$ cat src/sv/cei_pkg.sv
// Shared types and constants for the clip edge intersection block.
package cei_pkg;

    localparam int QDEPTH = 2;
    localparam int QPW = (QDEPTH > 1) ? $clog2(QDEPTH) : 1;
    localparam int CW = 68;
    localparam int NATTR = 7;

    localparam logic [1:0] SIDE_TOP    = 2'd0;
    localparam logic [1:0] SIDE_BOTTOM = 2'd1;
    localparam logic [1:0] SIDE_LEFT   = 2'd2;
    localparam logic [1:0] SIDE_RIGHT  = 2'd3;

    localparam logic [2:0] CFG_EDGE_START_X = 3'd0;
    localparam logic [2:0] CFG_EDGE_START_Y = 3'd1;
    localparam logic [2:0] CFG_EDGE_END_X   = 3'd2;
    localparam logic [2:0] CFG_EDGE_END_Y   = 3'd3;
    localparam logic [2:0] CFG_CLIP_SIDE    = 3'd4;

    typedef struct packed {
        logic [31:0] esx;
        logic [31:0] esy;
        logic [31:0] eex;
        logic [31:0] eey;
        logic [1:0]  side;
    } cei_cfg_t;

    typedef struct packed {
        logic [31:0] sx;
        logic [31:0] sy;
        logic [31:0] sz;
        logic [31:0] su;
        logic [31:0] sv;
        logic [7:0]  sr;
        logic [7:0]  sg;
        logic [7:0]  sb;
        logic [31:0] vx;
        logic [31:0] vy;
        logic [31:0] vz;
        logic [31:0] vu;
        logic [31:0] vv;
        logic [7:0]  vr;
        logic [7:0]  vg;
        logic [7:0]  vb;
    } cei_seg_t;

endpackage

$ cat src/sv/cei_front.sv
// Front end: holds the segment start and queues closed segments.
module cei_front
    import cei_pkg::*;
(
    input  logic        clk,
    input  logic        rst_n,
    input  logic        push,
    output logic        full,
    input  logic        is_second,
    input  logic [31:0] vert_x,
    input  logic [31:0] vert_y,
    input  logic [31:0] vert_z,
    input  logic [31:0] vert_u,
    input  logic [31:0] vert_v,
    input  logic [7:0]  vert_red,
    input  logic [7:0]  vert_green,
    input  logic [7:0]  vert_blue,
    output cei_seg_t    q_data,
    output logic        q_valid,
    input  logic        q_pop
);

    logic [31:0] sx_reg, sy_reg, sz_reg, su_reg, sv_reg;
    logic [7:0]  sr_reg, sg_reg, sb_reg;
    cei_seg_t    mem_reg [QDEPTH];
    logic [QPW-1:0] wr_ptr_reg, rd_ptr_reg;
    logic [QPW:0]   cnt_reg;
    logic accept, do_wr, do_rd;
    cei_seg_t wr_entry;

    assign full    = (cnt_reg == (QPW+1)'(QDEPTH));
    assign q_valid = (cnt_reg != '0);
    assign q_data  = mem_reg[rd_ptr_reg];
    assign accept  = push && !full;
    assign do_wr   = accept && is_second;
    assign do_rd   = q_pop && q_valid;

    always_comb
    begin
        wr_entry = '{sx: sx_reg, sy: sy_reg, sz: sz_reg, su: su_reg, sv: sv_reg,
                     sr: sr_reg, sg: sg_reg, sb: sb_reg,
                     vx: vert_x, vy: vert_y, vz: vert_z, vu: vert_u, vv: vert_v,
                     vr: vert_red, vg: vert_green, vb: vert_blue};
    end

    always_ff @(posedge clk or negedge rst_n)
    begin
        if (!rst_n)
        begin
            sx_reg <= '0; sy_reg <= '0; sz_reg <= '0; su_reg <= '0; sv_reg <= '0;
            sr_reg <= '0; sg_reg <= '0; sb_reg <= '0;
            wr_ptr_reg <= '0;
            rd_ptr_reg <= '0;
            cnt_reg <= '0;
        end
        else
        begin
            if (accept && !is_second)
            begin
                sx_reg <= vert_x; sy_reg <= vert_y; sz_reg <= vert_z;
                su_reg <= vert_u; sv_reg <= vert_v;
                sr_reg <= vert_red; sg_reg <= vert_green; sb_reg <= vert_blue;
            end
            if (do_wr)
                wr_ptr_reg <= (wr_ptr_reg == QPW'(QDEPTH-1)) ? '0 : wr_ptr_reg + 1'b1;
            if (do_rd)
                rd_ptr_reg <= (rd_ptr_reg == QPW'(QDEPTH-1)) ? '0 : rd_ptr_reg + 1'b1;
            if (do_wr && !do_rd)
                cnt_reg <= cnt_reg + 1'b1;
            else if (!do_wr && do_rd)
                cnt_reg <= cnt_reg - 1'b1;
        end
    end

    always_ff @(posedge clk)
    begin
        if (do_wr)
            mem_reg[wr_ptr_reg] <= wr_entry;
    end

endmodule

$ cat config.mk
export PLATFORM = sky130hd
export DESIGN_NAME = cei_front
export DESIGN_NICKNAME = d
export VERILOG_FILES = /design/src/sv/cei_pkg.sv /design/src/sv/cei_front.sv
export SDC_FILE = /design/constraint.sdc
export NUM_CORES = 1
export LEC_CHECK = 0
export BUFFER_PORTS_ARGS = -buffer_cell sky130_fd_sc_hd__clkbuf_2
export CELL_PAD_IN_SITES_DETAIL_PLACEMENT = 1
export CELL_PAD_IN_SITES_GLOBAL_PLACEMENT = 1
export CORE_ASPECT_RATIO = 0.7
export CORE_UTILIZATION = 44
export CTS_CLUSTER_DIAMETER = 30
export DETAILED_ROUTE_END_ITERATION = 7
export GPL_TIMING_DRIVEN = 0
export PLACE_DENSITY = 0.74
export REMOVE_ABC_BUFFERS = 1
export SLEW_MARGIN = 20
export SYNTH_ARGS = -nofsm -noshare
export SYNTH_HDL_FRONTEND = slang
export SYNTH_SLANG_ARGS = --single-unit
$ cat constraint.sdc
create_clock -name clk -period 24.3 [get_ports clk]
set_input_delay 2.43 -clock clk [delete_from_list [all_inputs] [get_ports clk]]
set_output_delay 2.43 -clock clk [all_outputs]
set_load 0.05 [all_outputs]
==> summary.txt, run 1 <==
Pwr
  • Sw Share: 35.9%
  • Share of power burned in combinational logic: 30.9%
  • Leakage power figure: 0.0164 µW
  • Switching Power: 2280 µW
  • Clock network fraction of design power: 32.4%
  • Internal Power: 4060 µW
  • Overall power: 6340 µW
  • Max rail drop VDD: 0.0000938 V
  • Areal power density over the cells: 147 nW/µm²
  • Register share of total power: 36.7%

Synth
  • Synth unique cells: 17
  • Sequential cell area fraction in the yosys report: 80.1%
  • Number of synthesized flops with an enable pin: 736
  • Area leader, netlist: edfxtp_1
  • Mapped Avg Cell Area: 21.6 µm²
  • Fraction of registers with async set or reset after synthesis: 20.3%
  • Area fraction of the dominant cell type after synthesis: 66.0%
  • Cell area after synthesis: 33500 µm²
  • Post-synthesis sequential element count: 924
  • Synth cell count leaders: edfxtp_1, mux2_2, dfrtp_1, buf_2, buf_4
  • Post-synthesis share of cell area spent on xor and xnor gates: 0.131%
  • Cell with the most instances after synthesis: edfxtp_1
  • Total of warnings raised by yosys: 0
  • Most used flip-flop cell after synthesis: edfxtp_1
  • Adder-cell share of the synthesized area: 0.0374%
  • Complex-gate fraction of the synthesized area: 0%
  • Leading post-synthesis cells by cell area: edfxtp_1, mux2_2, dfrtp_1, buf_2, buf_4
  • Multiplexer fraction of the synthesized cell area: 18.6%
  • Number of instances in the synthesized netlist: 1552
  • Area fraction in and, or, nand and nor cells after synthesis: 0.161%
  • Main combinational cell family by area after synthesis: multiplexers

Floorplanning
  • Overall die height: 233 µm
  • Floorplan core area: 75100 µm²
  • Initial Util: 44.5%
  • Site Rows: 84
  • Die Outline Area: 77200 µm²
  • Die X-Extent: 332 µm
  • Top-Level Pins: 559

Finish
  • Filler instances: 6697
  • Syn-to-layout area delta: 29.0%
  • Layout net count: 2462
  • Share of post-route cells with drive strength above 1: 59.5%
  • Number of non-filler instances in the completed layout: 3383
  • Core utilization of the finished layout: 57.4%
  • Number of flip-flops under the largest register name: 736

STA
  • Achievable frequency: 174 MHz
  • Transition time of the tightest slew-check pin: 0.721 ns
  • Max_slew headroom: 51.9%
  • Setup tns final: 0 ns
  • Number of hold violations in the final report: 0
  • Total of endpoints with negative setup slack in the final report: 0
  • Final period demand of the worst path: 5.76 ns
  • Final worst clock skew: 0.0358 ns
  • Count of pins over their slew limit: 0
  • Crit path setup slack, layout: 18.54 ns
  • Setup repair after global routing missed its margin: false
  • Period utilisation layout: 23.7%

Critical path
  • R2R Setup Slk: 19.92 ns
  • Worst setup path startpoint: rd_ptr_reg$_DFFE_PN0P_
  • Number of buffer and inverter instances along the worst setup path: 4
  • Required time of the critical path: 21.87 ns
  • Slowest cell on the critical path: dfrtp_4
  • Crit path max-delay family: buffers and inverters
  • Critical path start-end classification: reg2out
  • Peak per-stage delay on the critical path: 0.89 ns
  • Critical Path Most Common Cell: buf_16
  • Kind of start point of the critical path: flop
  • Type of destination of the critical path: output port
  • Worst-path maximum fanout: 55
  • Data arrival time at the worst-slack endpoint: 3.33 ns
  • Reg-to-reg critical path startpoint: cnt_reg[1]$_DFFE_PN0P_
  • Cells along the critical path: buf_16, buf_16, buf_16, mux2_2, clkbuf_2

Placement
  • Total of buffers placed on input and output ports: 558
  • HPWL after DPL: 49500 µm
  • Cell Count Post-Placement: 3120
  • Global placement routability congestion: 0.751
  • Post-placement worst setup slack: 17.88 ns

Detailed routing
  • Number of remaining DRC errors: 0
  • Avg Vias per Cell: 5.03
  • Post-Route WL: 79000 µm
  • Number of routed nets with antenna violations: 0
  • Total via count in the routed design: 17000
  • Drt first-iter violations: 770
  • Wirelength per Cell: 23.4 µm
  • DR pass1 iterations: 6

Min path
  • Hold Crit Start: sx_reg[21]$_DFFE_PN0P_
  • Path type of the worst min-delay path: reg2reg

Clock network
  • Skew-Pair Late Insertion Delay: 0.71 ns
  • Hold-fix buffer count after cts: 0
  • Number of sinks driven by the clock tree: 924
  • Count of instances resized after the clock tree is built: 0
  • CTS tree: done
  • Clock tree buffer depth: 3
  • Clock slew seen by the registers of the worst setup and hold paths: 0.06 ns
  • Post-CTS Repair Setup Buffers: 0
  • H-tree levels: 4
  • Clock buffers created by TritonCTS: 139
  • CTS root buf: clkbuf_16

Global route
  • First-pass GRT wire length: 118000 µm
  • Global routing usage summed across all routing layers: 20.4%
  • Antenna violations before repair: 8
  • Pin count of the biggest net entering global routing: 71
  • Via count of the first global-routing pass: 18900
  • Remaining Overflow, GRT: 0

Run status
  • Status: finished clean

Run
  • Maximum Capacitance Violations: 0
-- cell families (layout without fill, tap and decap cells) --
group | count (synthesis) | in the layout
XOR/XNOR | 5 | 5
flip-flops | 924 | 924
AND/OR/NAND/NOR | 9 | 9
buffers and inverters | 61 | 899
adder cells (fa/ha/maj) | 1 | 1
multiplexers | 552 | 552
other | 0 | 4
-- final cells by class --
cell class / count / area (µm²) / area share [%]
flip-flops and latches: 924 / 26800 / 62.1
multi-input cells: 567 / 6340 / 14.7
repair buffers: 640 / 3890 / 9.01
clock buffers: 173 / 3780 / 8.76
well taps: 989 / 1240 / 2.87
clock inverters: 86 / 1090 / 2.53
diodes: 4 / 10.0 / 0.0232
-- placed cells by master, fill, tap and decap left out, types with 9 or more instances in the layout --
cell type,instances
clkbuf_2,557
buf_16,15
buf_8,9
clkinv_2,21
mux2_1,9
inv_6,9
bufinv_16,18
mux2_2,543
buf_4,33
clkbuf_8,10
clkbuf_16,143
buf_6,24
clkinvlp_4,15
edfxtp_1,736
clkbuf_1,21
dfrtp_1,187
clkinv_4,10
-- worst register-to-register path, delay by kind of cell, from the launching register on --
| family | cells | cell delay (ns) |
|---|---|---|
| buffers and inverters | 15 | 2.84 |
| and+or+nand+nor | 2 | 0.81 |
| DFF | 1 | 0.42 |
-- per-stage QoR --
step	cell area [µm²]	hold WS [ns]
floorplan	33100	0.435
global placement	37200	0.442
detailed placement	38300	0.456
CTS	43100	0.463
global route	43200	0.476
finish	43200	0.450
-- power by group through the flow --
stage / logic (µW) / registers, µW / clock network [µW]
after floorplan: 1500 / 2460 / 0
after global placement: 2060 / 2590 / 0
after detailed placement: 1950 / 2340 / 0
after CTS: 1980 / 2330 / 2090
after global routing: 2040 / 2360 / 2160
final: 1960 / 2320 / 2060
-- path summary, 6_finish.rpt --
kind | end | cells after the start
setup / recovery | q_data[102] | 5
hold / removal | mem_reg[1][357]$_DFFE_PP_ | 0
setup reg to reg | mem_reg[0][179]$_DFFE_PP_ | 17
hold reg to reg | mem_reg[1][357]$_DFFE_PP_ | 0
max in group asynchronous | sr_reg[5]$_DFFE_PN0P_ | 2
min in group asynchronous | sx_reg[29]$_DFFE_PN0P_ | 1
-- per-layer routing --
| layer | track usage [%] | share of wire (%) | up-vias |
|---|---|---|---|
| li1 | - | - | 7556 |
| met1 | 23.3 | 38 | 8790 |
| met3 | 7.54 | 7.9 | 140 |
| met2 | 35.0 | 52 | 528 |
| met5 | 0 | 0.052 | - |
| met4 | 7.30 | 2.6 | 6 |
No activity file was read; power rests on OpenSTA's default activity.
==> inputs of run 2 (changes only) <==
--- a/config.mk
+++ b/config.mk
@@ -5,15 +5,16 @@
 export SDC_FILE = /design/constraint.sdc
 export NUM_CORES = 1
 export LEC_CHECK = 0
+export ABC_AREA = 1
 export BUFFER_PORTS_ARGS = -buffer_cell sky130_fd_sc_hd__clkbuf_2
 export CELL_PAD_IN_SITES_DETAIL_PLACEMENT = 1
 export CELL_PAD_IN_SITES_GLOBAL_PLACEMENT = 1
 export CORE_ASPECT_RATIO = 0.7
-export CORE_UTILIZATION = 44
+export CORE_UTILIZATION = 45
 export CTS_CLUSTER_DIAMETER = 30
 export DETAILED_ROUTE_END_ITERATION = 7
 export GPL_TIMING_DRIVEN = 0
-export PLACE_DENSITY = 0.74
+export PLACE_DENSITY = 0.77
 export REMOVE_ABC_BUFFERS = 1
 export SLEW_MARGIN = 20
 export SYNTH_ARGS = -nofsm -noshare
==> constraint.sdc (replaced) <==
create_clock -name clk -period 5.75 [get_ports clk]
set_input_delay 0.575 -clock clk [delete_from_list [all_inputs] [get_ports clk]]
set_output_delay 0.575 -clock clk [all_outputs]
set_load 0.05 [all_outputs]
==> run 2 against run 1 <==
Against the previous run: cell count up 32%; critical path depth rose by 3; worst hold slack worse by 0.38 ns; utilization increased by 0.38 points; clock power grew to 4.2 times the previous value; die area is 0.68% higher; global-route usage up 5.2 points; sequential power rose to 4.1 times the previous value; non-clock buffer count is 38 lower; setup slack worse by 17 ns; total power rose to 4.4 times the previous value; critical path type unchanged; largest cell class unchanged; largest power group is now combinational cells.
==> summary.txt, run 2 <==
Run status
  • Status: finished clean

Synth
  • Sequential cell area fraction in the yosys report: 77.8% (-2.3 points)
  • Complex-gate fraction of the synthesized area: 0% (unchanged)
  • Synth unique cells: 17 (unchanged)
  • Cell with the most instances after synthesis: nand2_1
  • Fraction of registers with async set or reset after synthesis: 20.3% (unchanged)
  • Leading post-synthesis cells by cell area: edfxtp_1, nand2_1, dfrtp_1, nand4_1, buf_2
  • Post-synthesis sequential element count: 924 (unchanged)
  • Number of synthesized flops with an enable pin: 736 (unchanged)
  • Multiplexer fraction of the synthesized cell area: 0% (-19 points)
  • Number of instances in the synthesized netlist: 2772 (+79%)
  • Cell area after synthesis: 34500 µm² (+3.0%)
  • Synth cell count leaders: nand2_1, edfxtp_1, dfrtp_1, nand4_1, buf_2
  • Total of warnings raised by yosys: 0 (unchanged)
  • Area fraction in and, or, nand and nor cells after synthesis: 19.6% (+19 points)
  • Mapped Avg Cell Area: 12.4 µm² (-42%)
  • Main combinational cell family by area after synthesis: simple AND/OR/NAND/NOR gates
  • Adder-cell share of the synthesized area: 0.0363% (-0.0011 points)
  • Most used flip-flop cell after synthesis: edfxtp_1
  • Post-synthesis share of cell area spent on xor and xnor gates: 0.0254% (-0.11 points)
  • Area fraction of the dominant cell type after synthesis: 64.1% (-1.9 points)
  • Area leader, netlist: edfxtp_1

Critical path
  • Peak per-stage delay on the critical path: 0.51 ns (-0.38 ns)
  • Slowest cell on the critical path: dfrtp_4
  • Kind of start point of the critical path: flop
  • Number of buffer and inverter instances along the worst setup path: 6 (+2)
  • Required time of the critical path: 5.18 ns (-16.69 ns)
  • Worst-path maximum fanout: 116 (+110%)
  • R2R Setup Slk: 1.91 ns (-18.01 ns)
  • Crit path max-delay family: buffers and inverters
  • Critical Path Most Common Cell: buf_16
  • Critical path start-end classification: reg2out
  • Type of destination of the critical path: output port
  • Cells along the critical path: buf_16, buf_12, inv_8, buf_16, buf_16, nand2_1, nand2_1, clkbuf_2
  • Data arrival time at the worst-slack endpoint: 3.51 ns (+0.18 ns)

STA
  • Achievable frequency: 245 MHz
  • Total of endpoints with negative setup slack in the final report: 0 (unchanged)
  • Max_slew headroom: 49.6% (-2.3 points)
  • Final period demand of the worst path: 4.08 ns
  • Setup tns final: 0 ns (unchanged)
  • Transition time of the tightest slew-check pin: 0.756 ns (+0.0349 ns)
  • Count of pins over their slew limit: 0 (unchanged)
  • Period utilisation layout: 71.0%
  • Number of hold violations in the final report: 0 (unchanged)
  • Final worst clock skew: 0.0371 ns (+0.00134 ns)
  • Crit path setup slack, layout: 1.67 ns (-16.88 ns)
  • Setup repair after global routing missed its margin: false

Clock network
  • Clock slew seen by the registers of the worst setup and hold paths: 0.06 ns (about the same)
  • Clock tree buffer depth: 3 (unchanged)
  • CTS root buf: clkbuf_16
  • Skew-Pair Late Insertion Delay: 0.71 ns (about the same)
  • Clock buffers created by TritonCTS: 140 (+0.72%)
  • CTS tree: done
  • Count of instances resized after the clock tree is built: 0 (unchanged)
  • H-tree levels: 4 (unchanged)
  • Number of sinks driven by the clock tree: 924 (unchanged)

Detailed routing
  • Post-Route WL: 100000 µm (+27%)
  • Drt first-iter violations: 1603 (+110%)
  • Avg Vias per Cell: 5.37 (+6.8%)
  • Number of routed nets with antenna violations: 0 (unchanged)
  • Wirelength per Cell: 22.5 µm (-3.8%)
  • Number of remaining DRC errors: 0 (unchanged)
  • Total via count in the routed design: 24000 (+41%)
  • DR pass1 iterations: 5 (-1)

Global route
  • Antenna violations before repair: 8 (unchanged)
  • Pin count of the biggest net entering global routing: 121 (+70%)
  • First-pass GRT wire length: 151000 µm (+28%)
  • Via count of the first global-routing pass: 26200 (+39%)
  • Global routing usage summed across all routing layers: 25.6% (+5.2 points)
  • Remaining Overflow, GRT: 0 (unchanged)

Pwr
  • Overall power: 28100 µW (+340%)
  • Max rail drop VDD: 0.000519 V (+450%)
  • Areal power density over the cells: 644 nW/µm² (+340%)
  • Leakage power figure: 0.0191 µW (+17%)

Floorplanning
  • Initial Util: 45.7% (+1.1 points)
  • Floorplan core area: 75500 µm² (+0.42%)
  • Overall die height: 234 µm (+0.34%)
  • Die X-Extent: 333 µm (+0.34%)
  • Site Rows: 84 (unchanged)
  • Die Outline Area: 77700 µm² (+0.68%)
  • Top-Level Pins: 559 (unchanged)

Placement
  • Global placement routability congestion: 0.765 (+1.9%)
  • Total of buffers placed on input and output ports: 558 (unchanged)
  • Post-placement worst setup slack: 1.78 ns (-16.10 ns)
  • HPWL after DPL: 57600 µm (+16%)

Finish
  • Number of flip-flops under the largest register name: 736 (unchanged)
  • Most common cell after layout, fill and taps aside: nand2_1
  • Share of post-route cells with drive strength above 1: 24.2% (-35 points)
  • Highest-count cells in the layout ignoring fill and taps: nand2_1, edfxtp_1, clkbuf_2
  • Syn-to-layout area delta: 26.6%
  • Layout net count: 3544 (+44%)

Min path
  • Path type of the worst min-delay path: in2reg

Run
  • Maximum Capacitance Violations: 0 (unchanged)
## run 2: changes by cell type in the layout (fill, tap and decap cells not counted), moves of 9 or more
| cell | delta |
|---|---|
| buf_12 | +11 |
| buf_16 | +16 |
| buf_4 | -33 |
| buf_6 | -24 |
| buf_8 | -9 |
| clkinv_2 | -9 |
| mux2_1 | -9 |
| mux2_2 | -543 |
| nand2_1 | +1480 |
| nand4_1 | +186 |
## run 2: area by class of cell
cell class,instances,area (µm²)
diodes,4,10.0
clock buffers,172,3810
clock inverters,84,970
fillers,7642,31800
inverters,10,60.1
multi-input cells,1676,6810
flip-flops and latches,924,26800
well taps,989,1240
repair buffers,602,3910
## run 2: routing by layer
layer / vias up / track usage [%] / wire (µm)
met5: - / 0 / 26
met4: 4 / 10.7 / 3290
met3: 238 / 7.71 / 7920
met2: 913 / 44.3 / 51200
met1: 12200 / 29.7 / 37800
li1: 10600 / - / -
## run 2: power breakdown
group          total (µW)  internal, µW  leakage [µW]  switching (µW)
logic               10000          1910       0.00773            8110
registers            9470          8850       0.00910             615
clock network        8590          5400       0.00230            3190
## run 2: cell families after synthesis
logic type               count (synthesis)
adder cells (fa/ha/maj)                  1
AND/OR/NAND/NOR                       1674
XOR/XNOR                                 1
flip-flops                             924
buffers and inverters                  172
## run 2: final timing paths
| check | start | endpoint | cells past startpoint |
|---|---|---|---|
| max | rd_ptr_reg$_DFFE_PN0P_ | q_data[69] | 8 |
| min | vert_x[14] | mem_reg[1][166]$_DFFE_PP_ | 1 |
| max reg2reg | cnt_reg[1]$_DFFE_PN0P_ | mem_reg[1][218]$_DFFE_PP_ | 11 |
| min reg2reg | sx_reg[17]$_DFFE_PN0P_ | mem_reg[1][353]$_DFFE_PP_ | 0 |
| max in group asynchronous | rst_n | sz_reg[17]$_DFFE_PN0P_ | 3 |
| min in group asynchronous | rst_n | sg_reg[6]$_DFFE_PN0P_ | 2 |
## run 2: timing repair
action | CTS | global route
setup buffers | 0 | 0
endpoints found under the hold margin | 47 | 0
hold buffers | 1 | 0
endpoints found under the setup margin | 0 | 0
## run 2: stage by stage
step           area (µm²)  hold WS, ns  utilization (%)  std cells
6_report            43600       0.0725             57.8       4461
5_1_grt             43600       0.0321             57.8       4458
4_1_cts             43600       0.0143             57.8       4457
3_5_place_dp        38800        0.455             51.4       4200
3_3_place_gp        37700        0.448             49.9       4157
2_1_floorplan       33600        0.279                -       2610
==> inputs of run 3 (changes only) <==
--- a/config.mk
+++ b/config.mk
@@ -5,16 +5,16 @@
 export SDC_FILE = /design/constraint.sdc
 export NUM_CORES = 1
 export LEC_CHECK = 0
-export ABC_AREA = 1
+export ABC_AREA = 0
 export BUFFER_PORTS_ARGS = -buffer_cell sky130_fd_sc_hd__clkbuf_2
 export CELL_PAD_IN_SITES_DETAIL_PLACEMENT = 1
 export CELL_PAD_IN_SITES_GLOBAL_PLACEMENT = 1
 export CORE_ASPECT_RATIO = 0.7
-export CORE_UTILIZATION = 45
+export CORE_UTILIZATION = 44
 export CTS_CLUSTER_DIAMETER = 30
 export DETAILED_ROUTE_END_ITERATION = 7
 export GPL_TIMING_DRIVEN = 0
-export PLACE_DENSITY = 0.77
+export PLACE_DENSITY = 0.74
 export REMOVE_ABC_BUFFERS = 1
 export SLEW_MARGIN = 20
 export SYNTH_ARGS = -nofsm -noshare
==> constraint.sdc (replaced) <==
create_clock -name clk -period 3.6 [get_ports clk]
set_input_delay 0.36 -clock clk [delete_from_list [all_inputs] [get_ports clk]]
set_output_delay 0.36 -clock clk [all_outputs]
set_load 0.05 [all_outputs]
==> run 3 against run 2 <==
Against the previous run: cell area rose by 3.3%; register-to-register slack got worse by 1.8 ns; sequential share of layout area fell by 2.0 points; critical endpoint is now mem_reg[0][178]$_DFFE_PP_; utilization rose by 2.2 points; global-route usage fell by 2.9 points; sequential cell count did not move.
==> summary.txt, run 3 (synthesis gave the netlist of run 1 again) <==
Pwr
  • Clock network fraction of design power: 32.3% (+1.7 points)
  • Switching Power: 15800 µW (+33%)
  • Share of power burned in combinational logic: 31.6% (-4.1 points)
  • Sw Share: 36.5% (-6.0 points)
  • Leakage power figure: 0.0171 µW (-10%)
  • Register share of total power: 36.2% (+2.5 points)
  • Max rail drop VDD: 0.000645 V (+24%)
  • Areal power density over the cells: 963 nW/µm² (+50%)
  • Internal Power: 27600 µW (+71%)

Min path
  • Hold Crit Start: is_second
  • Hold endpoint: sx_reg[22]$_DFFE_PN0P_
  • Path type of the worst min-delay path: in2reg
  • Worst hold stages: 3 (+2)

Critical path
  • Data arrival time at the worst-slack endpoint: 3.82 ns (+0.31 ns)
  • Crit path max-delay family: buffers and inverters
  • Type of destination of the critical path: flop
  • Cells along the critical path: nor2b_2, nor3_4, buf_4, buf_6, buf_4, buf_4, buf_4, buf_4, buf_6, buf_4, buf_4, buf_4, buf_4
  • Peak per-stage delay on the critical path: 0.41 ns (-0.10 ns)
  • Critical path start-end classification: reg2reg
  • Cell depth of the worst flop-to-flop path: 13 (+2)
  • Slowest cell on the critical path: dfrtp_1
  • Worst-path maximum fanout: 24 (-79%)
  • Critical Path Most Common Cell: buf_4
  • Required time of the critical path: 3.96 ns (-1.22 ns)
  • Reg-to-reg critical path startpoint: cnt_reg[1]$_DFFE_PN0P_
  • R2R Setup Slk: 0.14 ns (-1.77 ns)
  • End of the worst register-to-register path: mem_reg[0][178]$_DFFE_PP_
  • Kind of start point of the critical path: flop
  • Number of buffer and inverter instances along the worst setup path: 11 (+5)

STA
  • Crit path setup slack, layout: 0.145 ns (-1.52 ns)
  • Final period demand of the worst path: 3.46 ns
  • Achievable frequency: 289 MHz
  • Final worst clock skew: 0.0333 ns (-0.00385 ns)
  • Worst hold-check slack: 0.161 ns (+0.0886 ns)
  • Transition time of the tightest slew-check pin: 0.691 ns (-0.0652 ns)
  • Period utilisation layout: 96.0%
  • Total of endpoints with negative setup slack in the final report: 0 (unchanged)
  • Max_slew headroom: 53.9% (+4.3 points)
  • Number of hold violations in the final report: 0 (unchanged)
  • Count of pins over their slew limit: 0 (unchanged)

Clock network
  • CTS tree: done
  • Skew-Pair Late Insertion Delay: 0.71 ns (about the same)
  • Number of sinks driven by the clock tree: 924 (unchanged)
  • Clock tree buffer depth: 3 (unchanged)
  • Clock buffers created by TritonCTS: 139 (-0.71%)
  • H-tree levels: 4 (unchanged)
  • CTS root buf: clkbuf_16
  • Clock slew seen by the registers of the worst setup and hold paths: 0.05 ns (about the same)

Run status
  • Status: finished clean

Placement
  • Total of buffers placed on input and output ports: 558 (unchanged)
  • Total placed instance area: 38300 µm² (-1.4%)
  • Global placement routability congestion: 0.751 (-1.8%)
  • Post-placement worst setup slack: -0.755 ns (-2.53 ns)
  • HPWL after DPL: 49500 µm (-14%)

Finish
  • Post-route cell area: 45100 µm² (+3.3%)
  • Layout net count: 2647 (-25%)
  • Syn-to-layout area delta: 34.7%
  • Number of flip-flops under the largest register name: 736 (unchanged)
  • Share of post-route cells with drive strength above 1: 55.1% (+31 points)
  • Most common cell after layout, fill and taps aside: edfxtp_1
  • Highest-count cells in the layout ignoring fill and taps: edfxtp_1, clkbuf_2, mux2_2

Global route
  • Antenna violations before repair: 5 (-3)
  • First-pass GRT wire length: 130000 µm (-14%)
  • Remaining Overflow, GRT: 0 (unchanged)
  • Global routing usage summed across all routing layers: 22.7% (-2.9 points)
  • Via count of the first global-routing pass: 20200 (-23%)
  • Pin count of the biggest net entering global routing: 71 (-41%)

Detailed routing
  • Total via count in the routed design: 17900 (-25%)
  • DR pass1 iterations: 5 (unchanged)
  • Wirelength per Cell: 24.5 µm (+9.1%)
  • Number of routed nets with antenna violations: 0 (unchanged)
  • Drt first-iter violations: 878 (-45%)
  • Avg Vias per Cell: 5.03 (-6.4%)
  • Number of remaining DRC errors: 0 (unchanged)
  • Post-Route WL: 87500 µm (-13%)

Floorplanning
  • Floorplan core area: 75100 µm² (-0.42%)
  • Site Rows: 84 (unchanged)
  • Die Outline Area: 77200 µm² (-0.67%)
  • Top-Level Pins: 559 (unchanged)
  • Initial Util: 44.5% (-1.1 points)
  • Die X-Extent: 332 µm (-0.34%)
  • Overall die height: 233 µm (-0.34%)

Run
  • Maximum Capacitance Violations: 0 (unchanged)
run 3: changes by cell type in the layout (fill, tap and decap cells not counted), moves of 9 or more:
cell and delta:
buf_16 -16, buf_4 +27, buf_6 +25, buf_8 +10, clkinv_2 +9, dlygate4sd3_1 +185
mux2_1 +9, mux2_2 +543, nand2_1 -1480, nand4_1 -186
run 3: cell type report:
type,count,area [µm²]
antenna,5,12.5
clock buffer,173,3780
clock inverter,86,1090
fill,6574,30100
multi-input combinational,567,6350
sequential,924,26800
tap,989,1240
timing repair buffer,825,5790
run 3: layer usage:
metal  global-route usage [%]  part of all wire (%)  wire (µm)  vias up
met1                     25.9                    37      32800     9297
met2                     40.0                    53      46400      558
met3                     7.31                   7.0       6090      157
met4                     8.08                   2.5       2210        4
met5                        0                 0.024         21        -
li1                         -                     -          -     7932
run 3: power groups by stage:
| stage | clock (µW) | sequential [µW] | combinational, µW |
|---|---|---|---|
| 5_1_grt | 14700 | 15900 | 14200 |
| 3_5_place_dp | 0 | 15800 | 13200 |
| 4_1_cts | 14100 | 15600 | 13700 |
| 2_1_floorplan | 0 | 15800 | 6230 |
| 6_report | 14000 | 15700 | 13700 |
| 3_3_place_gp | 0 | 15700 | 6380 |
run 3: timing repair:
item	in CTS	in global routing
setup endpoints to repair	125	29
hold buffers	186	0
resized for setup	3	5
endpoints found under the hold margin	609	0
pin swaps	1	0
gates cloned	0	0
buffers inserted	3	0
run 3: how the worst max path moves through the flow:
stage | startpoint | endpoint | slack, ns | depth (start not counted)
floorplan | cnt_reg[1]$_DFFE_PN0P_ | mem_reg[0][0]$_DFFE_PP_ | -23.57 | 2
global placement | cnt_reg[1]$_DFFE_PN0P_ | mem_reg[0][259]$_DFFE_PP_ | -37.87 | 2
detailed placement | is_second | mem_reg[0][206]$_DFFE_PP_ | -0.75 | 18
CTS | cnt_reg[1]$_DFFE_PN0P_ | mem_reg[0][179]$_DFFE_PP_ | 0.04 | 15
global route | cnt_reg[1]$_DFFE_PN0P_ | mem_reg[0][178]$_DFFE_PP_ | -0.002 | 13
finish | cnt_reg[1]$_DFFE_PN0P_ | mem_reg[0][178]$_DFFE_PP_ | 0.14 | 13
run 3: tightest hold or removal path: cells and delay by family:
kind	cells	cell delay, ns
buf+inv	1	0.14
mux	1	0.23
simple gates	1	0.10
run 3: stage by stage:
| step | utilization, % | cells | setup TNS, ns | power, µW |
|---|---|---|---|---|
| after global placement | 49.5 | 3038 | - | 22000 |
| after detailed placement | 50.9 | 3120 | -22.47 | 29000 |
| after global routing | 60.0 | 3567 | -0.00386 | 44800 |
| after floorplan | - | 1491 | - | 22000 |
| after CTS | 59.9 | 3565 | 0 | 43500 |
| final | 60.0 | 3569 | 0 | 43400 |
